$ cat src/rtl/core/sps_pkg.sv
// Shared types and constants for the sensor poll sequencer.
`default_nettype none
package sps_pkg;

  localparam int SLOT_W            = 11;
  localparam int PPG_PHASE_END_DEF = 900;
  localparam int CYCLE_END_DEF     = 1200;
  localparam int CFG_IDX_W         = 3;
  localparam int IN_TDATA_W        = 8;
  localparam int OUT_TDATA_W       = 16;

  typedef enum logic [CFG_IDX_W-1:0] {
    REG_EDA_EN  = 3'd0,
    REG_TEMP_EN = 3'd1,
    REG_PPG_EN  = 3'd2,
    REG_IMU_EN  = 3'd3
  } cfg_reg_t;

  // Result word, led_level in the lowest bit.
  typedef struct packed {
    logic imu_power_off;
    logic imu_fifo_read;
    logic imu_configure;
    logic ppg_read;
    logic ppg_configure;
    logic bus_clock_on;
    logic bus_clock_off;
    logic temp_release;
    logic temp_read;
    logic eda_start;
    logic led_level;
  } result_t;

  localparam int RESULT_W = $bits(result_t);

  // Residue mod 5 through hex digit sums (16 = 1 mod 5).
  function automatic logic div_by5(input logic [SLOT_W-1:0] v);
    logic [5:0] s1;
    logic [4:0] s2;
    s1 = 6'(v[3:0]) + 6'(v[7:4]) + 6'(v[10:8]);
    s2 = 5'(s1[5:4]) + 5'(s1[3:0]);
    return (s2 == 5'd0) || (s2 == 5'd5) || (s2 == 5'd10) || (s2 == 5'd15);
  endfunction

  function automatic logic div_by10(input logic [SLOT_W-1:0] v);
    return div_by5(v) && !v[0];
  endfunction

endpackage
`default_nettype wire

$ cat src/rtl/core/sensor_poll_sequencer.sv
// Sensor poll sequencer top level: tick register, slot logic and result register.
`default_nettype none
// One timer tick per input word, one result word per tick. Ticks are taken
// at one word per cycle while the result side keeps taking words; a tick
// sits in the input register, where the slot counter and strobe logic
// evaluate it, and then moves on to the result register. Every tick toggles
// the LED level; a tick with compare_hit set advances the slot counter
// through one acquisition cycle of CYCLE_END slots and raises that slot's
// strobes. Enable registers are written through the cfg port (index 0 eda,
// 1 temp, 2 ppg, 3 imu; bit 0 of cfg_data) and all reset to 1; write them
// only while no tick is in flight.
module sensor_poll_sequencer #(
  parameter int PPG_PHASE_END = sps_pkg::PPG_PHASE_END_DEF,
  parameter int CYCLE_END     = sps_pkg::CYCLE_END_DEF
) (
  input  wire logic                           clk,
  input  wire logic                           rst_n,
  input  wire logic                           in_tvalid,
  output logic                                in_tready,
  input  wire logic [sps_pkg::IN_TDATA_W-1:0] in_tdata,   // [0] compare_hit
  output logic                                out_tvalid,
  input  wire logic                           out_tready,
  // [0] led_level [1] eda_start [2] temp_read [3] temp_release
  // [4] bus_clock_off [5] bus_clock_on [6] ppg_configure [7] ppg_read
  // [8] imu_configure [9] imu_fifo_read [10] imu_power_off
  output logic [sps_pkg::OUT_TDATA_W-1:0]     out_tdata,
  input  wire logic                           cfg_valid,
  output logic                                cfg_ready,
  input  wire logic [sps_pkg::CFG_IDX_W-1:0]  cfg_index,
  input  wire logic                           cfg_data
);
  import sps_pkg::*;

  localparam logic [SLOT_W-1:0] PPG_END_C   = SLOT_W'(PPG_PHASE_END);
  localparam logic [SLOT_W-1:0] PPG_LAST_C  = SLOT_W'(PPG_PHASE_END - 1);
  localparam logic [SLOT_W-1:0] CYCLE_END_C = SLOT_W'(CYCLE_END);
  localparam logic [SLOT_W-1:0] PPG_START_C = SLOT_W'(3);

  logic              eda_en_r, temp_en_r, ppg_en_r, imu_en_r;
  logic              led_next_on_r, led_next_on_nxt;
  logic [SLOT_W-1:0] slot_r, slot_nxt;
  logic              first_cycle_r, first_cycle_nxt;
  logic              s1_valid_r, s1_hit_r;
  logic              out_valid_r;
  result_t           result_r, result_nxt;
  logic              advance, s1_fire;
  logic [SLOT_W-1:0] c_inc, c_mid, c_fin;

  assign cfg_ready  = 1'b1;
  assign advance    = !out_valid_r || out_tready;
  assign in_tready  = !s1_valid_r || advance;
  assign s1_fire    = s1_valid_r && advance;
  assign out_tvalid = out_valid_r;
  assign out_tdata  = {{(OUT_TDATA_W-RESULT_W){1'b0}}, result_r};

  always_ff @(posedge clk) begin
    if (!rst_n) begin
      eda_en_r  <= 1'b1;
      temp_en_r <= 1'b1;
      ppg_en_r  <= 1'b1;
      imu_en_r  <= 1'b1;
    end else if (cfg_valid) begin
      unique case (cfg_reg_t'(cfg_index))
        REG_EDA_EN:  eda_en_r  <= cfg_data;
        REG_TEMP_EN: temp_en_r <= cfg_data;
        REG_PPG_EN:  ppg_en_r  <= cfg_data;
        REG_IMU_EN:  imu_en_r  <= cfg_data;
        default: ;
      endcase
    end
  end

  always_comb begin
    result_nxt      = '0;
    slot_nxt        = slot_r;
    first_cycle_nxt = first_cycle_r;
    led_next_on_nxt = !led_next_on_r;
    c_inc           = slot_r + SLOT_W'(1);
    c_mid           = c_inc;
    c_fin           = c_inc;
    result_nxt.led_level = led_next_on_r;
    if (s1_hit_r) begin
      if (slot_r == SLOT_W'(0)) begin
        result_nxt.eda_start = eda_en_r;
        if (temp_en_r) begin
          result_nxt.temp_read     = 1'b1;
          result_nxt.temp_release  = 1'b1;
          result_nxt.bus_clock_off = ppg_en_r && (temp_en_r || imu_en_r);
        end
        slot_nxt = SLOT_W'(1);
      end else if (slot_r == SLOT_W'(1)) begin
        result_nxt.bus_clock_on = temp_en_r && (ppg_en_r || imu_en_r);
        slot_nxt = SLOT_W'(2);
      end else if (slot_r == SLOT_W'(2)) begin
        result_nxt.ppg_configure = ppg_en_r && (temp_en_r || imu_en_r || first_cycle_r);
        slot_nxt = PPG_START_C;
      end else begin
        if (c_inc >= PPG_START_C && c_inc < PPG_END_C) begin
          if (ppg_en_r) result_nxt.ppg_read = 1'b1;
          else c_mid = PPG_LAST_C;
        end
        c_fin = c_mid;
        if (c_mid == PPG_END_C && imu_en_r && !ppg_en_r && first_cycle_r)
          result_nxt.imu_configure = 1'b1;
        if (c_mid >= PPG_END_C) begin
          result_nxt.imu_fifo_read = imu_en_r;
          if (temp_en_r && div_by10(c_mid)) result_nxt.temp_read = 1'b1;
          if (!imu_en_r && !temp_en_r) c_fin = CYCLE_END_C;
        end
        if (eda_en_r && div_by5(c_fin)) result_nxt.eda_start = 1'b1;
        if (c_fin >= CYCLE_END_C) begin
          result_nxt.imu_power_off = ppg_en_r;
          first_cycle_nxt = 1'b0;
          slot_nxt = '0;
        end else begin
          slot_nxt = c_fin;
        end
      end
    end
  end

  always_ff @(posedge clk) begin
    if (!rst_n) begin
      s1_valid_r    <= 1'b0;
      out_valid_r   <= 1'b0;
      led_next_on_r <= 1'b1;
      slot_r        <= '0;
      first_cycle_r <= 1'b1;
    end else begin
      if (in_tvalid && in_tready) s1_valid_r <= 1'b1;
      else if (s1_fire)           s1_valid_r <= 1'b0;
      if (s1_fire) begin
        out_valid_r   <= 1'b1;
        led_next_on_r <= led_next_on_nxt;
        slot_r        <= slot_nxt;
        first_cycle_r <= first_cycle_nxt;
      end else if (out_tready) begin
        out_valid_r <= 1'b0;
      end
    end
  end

  always_ff @(posedge clk) begin
    if (in_tvalid && in_tready) s1_hit_r <= in_tdata[0];
    if (s1_fire)                result_r <= result_nxt;
  end

`ifndef SYNTH
  a_slot_range: assert property (@(posedge clk) disable iff (!rst_n)
    slot_r < CYCLE_END_C)
    else $error("slot counter beyond cycle end");

  a_first_sticky: assert property (@(posedge clk) disable iff (!rst_n)
    !first_cycle_r |=> !first_cycle_r)
    else $error("first-cycle flag set again");

  a_idle_slot: assert property (@(posedge clk) disable iff (!rst_n)
    (s1_fire && !s1_hit_r) |=> $stable(slot_r))
    else $error("slot moved on a tick without compare");

  a_led_toggle: assert property (@(posedge clk) disable iff (!rst_n)
    s1_fire |=> (led_next_on_r != $past(led_next_on_r)))
    else $error("LED level did not toggle");

  a_no_hit_quiet: assert property (@(posedge clk) disable iff (!rst_n)
    (s1_fire && !s1_hit_r) |=> (result_r[RESULT_W-1:1] == '0))
    else $error("strobe raised on a tick without compare");
`endif

endmodule
`default_nettype wire
$ cat config.mk
export PLATFORM = sky130hd
export DESIGN_NAME = sensor_poll_sequencer
export DESIGN_NICKNAME = d
export VERILOG_FILES = /design/src/rtl/core/sps_pkg.sv /design/src/rtl/core/sensor_poll_sequencer.sv
export SDC_FILE = /design/constraint.sdc
export NUM_CORES = 1
export LEC_CHECK = 0
export ABC_AREA = 1
export BUFFER_PORTS_ARGS = -buffer_cell sky130_fd_sc_hd__buf_2
export CAP_MARGIN = 30
export CELL_PAD_IN_SITES_DETAIL_PLACEMENT = 0
export CELL_PAD_IN_SITES_GLOBAL_PLACEMENT = 1
export CORE_UTILIZATION = 39
export CTS_CLUSTER_SIZE = 16
export DETAILED_ROUTE_END_ITERATION = 10
export PLACE_DENSITY = 0.83
export RECOVER_POWER = 50
export REMOVE_ABC_BUFFERS = 1
export SYNTH_ARGS = -nofsm -noshare
export SYNTH_HDL_FRONTEND = slang
export SYNTH_SLANG_ARGS = --single-unit
$ cat constraint.sdc
create_clock -name clk -period 4.4 [get_ports clk]
set_input_delay 0.22 -clock clk [delete_from_list [all_inputs] [get_ports clk]]
set_output_delay 0.22 -clock clk [all_outputs]
set_load 0.01 [all_outputs]
==> run summary <==
Final Non-Filler Cells - 539
Outcome - finished, final reports clean
Crit path DAT - 4290 ps
Vias in the first global route - 2453
Part of the power in combinational logic - 15.0%
Hold/Removal Path Class - in -> reg
Root Buffer - clkbuf_8
Top_reg_cell synth - dfxtp_1
DP Wirelength - 5380 µm
Via count - 2530
I/O pin total - 36
Clock-pin slew on the worst setup and hold paths - 70 ps
Remaining antenna violation count - 0
Clock share of power - 35.6%
Register area share after synthesis - 27.1%
Hold path cells - 1
Clk sinks - 31
Global-route wire length before repair - 10700 µm
Drt initial violations - 126
R2R cell count - 25
Final instance area - 0.00366 mm²
Switching pwr - 0.177 mW
Reg2reg start - slot_r[0]
Final Slew Violations - 0
Req. time, crit path - 4440 ps
Max Cap Viol - 0
Async SR Flop Fraction - 0%
Internal - 0.453 mW
RSZ-0062 raised after global routing - true
Synth Register Bits - 31
Synthesized instance count - 359
Initial Utilization - 40.2%
CTS buffer count - 5
CTS tree - yes
Post-route DRC violation count - 0
Final GP Congestion - 0.842
Startpoint Class - flip-flop
Critical path class - reg -> reg
Dominant cells by area after synthesis - dfxtp_1 14%, edfxtp_1 13%, nand2_1 10%
R2r setup slk - 150 ps
Sw Ratio - 28.1%
Cell area after placement - 0.00332 mm²
Slowest stage delay, CP - 520 ps
EDFF count, synth - 12
Min Tclk post-route - 4250 ps
Largest net degree at the start of global routing - 14
Worst-Margin Slew - 599 ps
Die height - 85.7 µm
Clock skew - 7.92 ps
Cell taking the most area after synthesis - dfxtp_1
Total GRT Usage - 18.6%
Peak VDD IR - 98.1 µV
Antenna violations before repair - 0
Hold Path End - s1_hit_r
Post-Route WL - 6700 µm
LEAKAGE - 1.76 nW
Area growth from synthesis to layout - 34.1%
Worst r2r dst - out_tdata[1]
Vias/cell - 4.69
Chip width - 85.7 µm
Buf+Inv Stages, Crit Path - 4
Critical path endpoint category - flip-flop
Worst setup margin - 149 ps
Rows - 30
Htree depth - 2
Share of layout cells above drive strength 1 - 36.8%
Rel. slew slack - 60.0%
Top-area cell type share of the netlist area - 13.9%
Ant diodes - 0
Worst-Skew Late Latency - 290 ps
Core Area - 0.00679 mm²
Sequential power share - 49.4%
Input/output buffers - 22
Final Cycle Share - 96.6%
Final Hold Viols - 0
Clock Path Buffers - 2
Placed cells - 525
Grt ovf - 0
Yosys cell types - 41
Fmax - 0.235 GHz
Total die area - 0.00735 mm²
Hold Path Origin - in_tdata[0]
Synth warnings - 0
Critical path peak fanout - 4
Worst path top cell family by delay - adder cells
Drt wl/cell - 12.4 µm
Synthesized area per cell - 7.61 µm²
DR pass1 iterations - 4
Final number of setup-violating endpoints - 0
PD cells - 172 mW/mm²
Dpl ws - -173 ps
Filler cell count - 651
Nets - 485
Mapped cell area - 0.00273 mm²
Worst path slowest cell - fa_1
## worst max path at each step
stage                   start            to  slack, ps  cells after the start
finish              slot_r[0]  out_tdata[1]        150                     25
global route        slot_r[0]  out_tdata[2]       -100                     26
CTS                 slot_r[0]  out_tdata[2]         -7                     26
detailed placement  slot_r[0]  out_tdata[2]       -170                     25
global placement    slot_r[0]  out_tdata[2]       -140                     25
floorplan           slot_r[1]  out_tdata[1]         -9                     23
## metrics by stage
stage | util (%) | setup TNS, ps | power, mW | hold slack (ps)
6_report | 53.9 | 0 | 0.630 | 111
5_1_grt | 53.9 | -180 | 0.660 | 103
4_1_cts | 50.6 | -6.80 | 0.630 | 108
3_5_place_dp | 48.8 | -323 | 0.407 | 404
3_3_place_gp | 48.8 | -218 | 0.404 | 404
2_1_floorplan | - | -9.08 | 0.373 | 296
## cell usage in the layout, fill, tap and decap left out, types with 12 or more instances in the layout
cell type  count
nand2_1       67
buf_4         57
inv_1         52
nor2_1        26
nand3_1       18
nand2_2       16
dfxtp_1       15
clkbuf_1      14
edfxtp_1      12
## cell usage after synthesis (all sizes together), types with 2 or more instances
cell type and number:
xor2 6, clkbuf 2, conb 2, a21oi 17
fa 8, xnor2 8, nand4 6, clkinv 2
buf 6, o21ai 9, ha 18, edfxtp 12
dfxtp 19, nor4 3, a31oi 2, inv 60
o21bai 2, nor3 4, nand2 88, nor2 42
o211ai 2, a2111oi 2, nand3 31, a21boi 2
## worst register-to-register path, stage by stage (launching register included)
cell and delay (ps):
dfxtp_4 380, ha_4 150, nand2_4 70, nor2_4 170
nand3_4 130, nand2_2 90, nand2_1 60, nor2_1 130
nand2_2 90, nand4_4 90, inv_4 60, buf_6 120
nor2_8 100, buf_4 120, nand2_4 50, fa_1 520
inv_2 60, ha_4 260, nand3_1 80, nand3_2 80
xor2_1 170, ha_2 220, fa_2 440, xor2_1 170
a31oi_1 160, nor2_1 50
## final cells by class
class	instances	area [µm²]	share of cell area (%)
multi-input combinational	262	1940	53.0
sequential	31	751	20.5
timing repair buffer	80	532	14.5
inverter	62	235	6.42
tap	96	120	3.28
clock buffer	5	68.8	1.88
clock inverter	3	15.0	0.410
## layer usage
| layer | vias to the layer above | global-route usage [%] | wire length [µm] |
|---|---|---|---|
| li1 | 1302 | - | - |
| met1 | 1181 | 23.2 | 3050 |
| met2 | 38 | 33.9 | 3370 |
| met3 | 9 | 1.73 | 174 |
| met4 | 0 | 5.45 | 109 |
| met5 | - | 0 | 0 |
## registers in the layout (all words and copies together), names as in the netlist
name / count
ppg_en_r: 1
s1_hit_r: 1
imu_en_r: 1
out_tdata: 11
s1_valid_r: 1
eda_en_r: 1
temp_en_r: 1
first_cycle_r: 1
slot_r: 11
led_next_on_r: 1
out_tvalid: 1
## power by group through the flow
stage                     clock [mW]  combinational (mW)  sequential [mW]
after global placement             0              0.0868            0.318
final                          0.224              0.0946            0.311
after floorplan                    0              0.0521            0.321
after detailed placement           0              0.0887            0.318
after CTS                      0.228              0.0899            0.312
after global routing           0.242               0.107            0.312
## cell families (layout without fill, tap and decap cells)
family / count (synthesis) / count (layout) / synth area share, %
other cells: 2 / 6 / 0.275
buf+inv: 70 / 150 / 10.5
flops: 31 / 31 / 27.1
compound gates: 38 / 38 / 9.16
simple gates: 178 / 178 / 33.7
xor+xnor: 14 / 14 / 5.17
fa+ha+maj: 26 / 26 / 14.1
## timing repair
action,CTS,global route
pin swaps,5,29
setup buffers,1,5
hold endpoints to repair,0,0
resized for setup,12,55
hold buffers,0,0
setup endpoints to repair,2,2
Power figures use the tool's default switching activity.
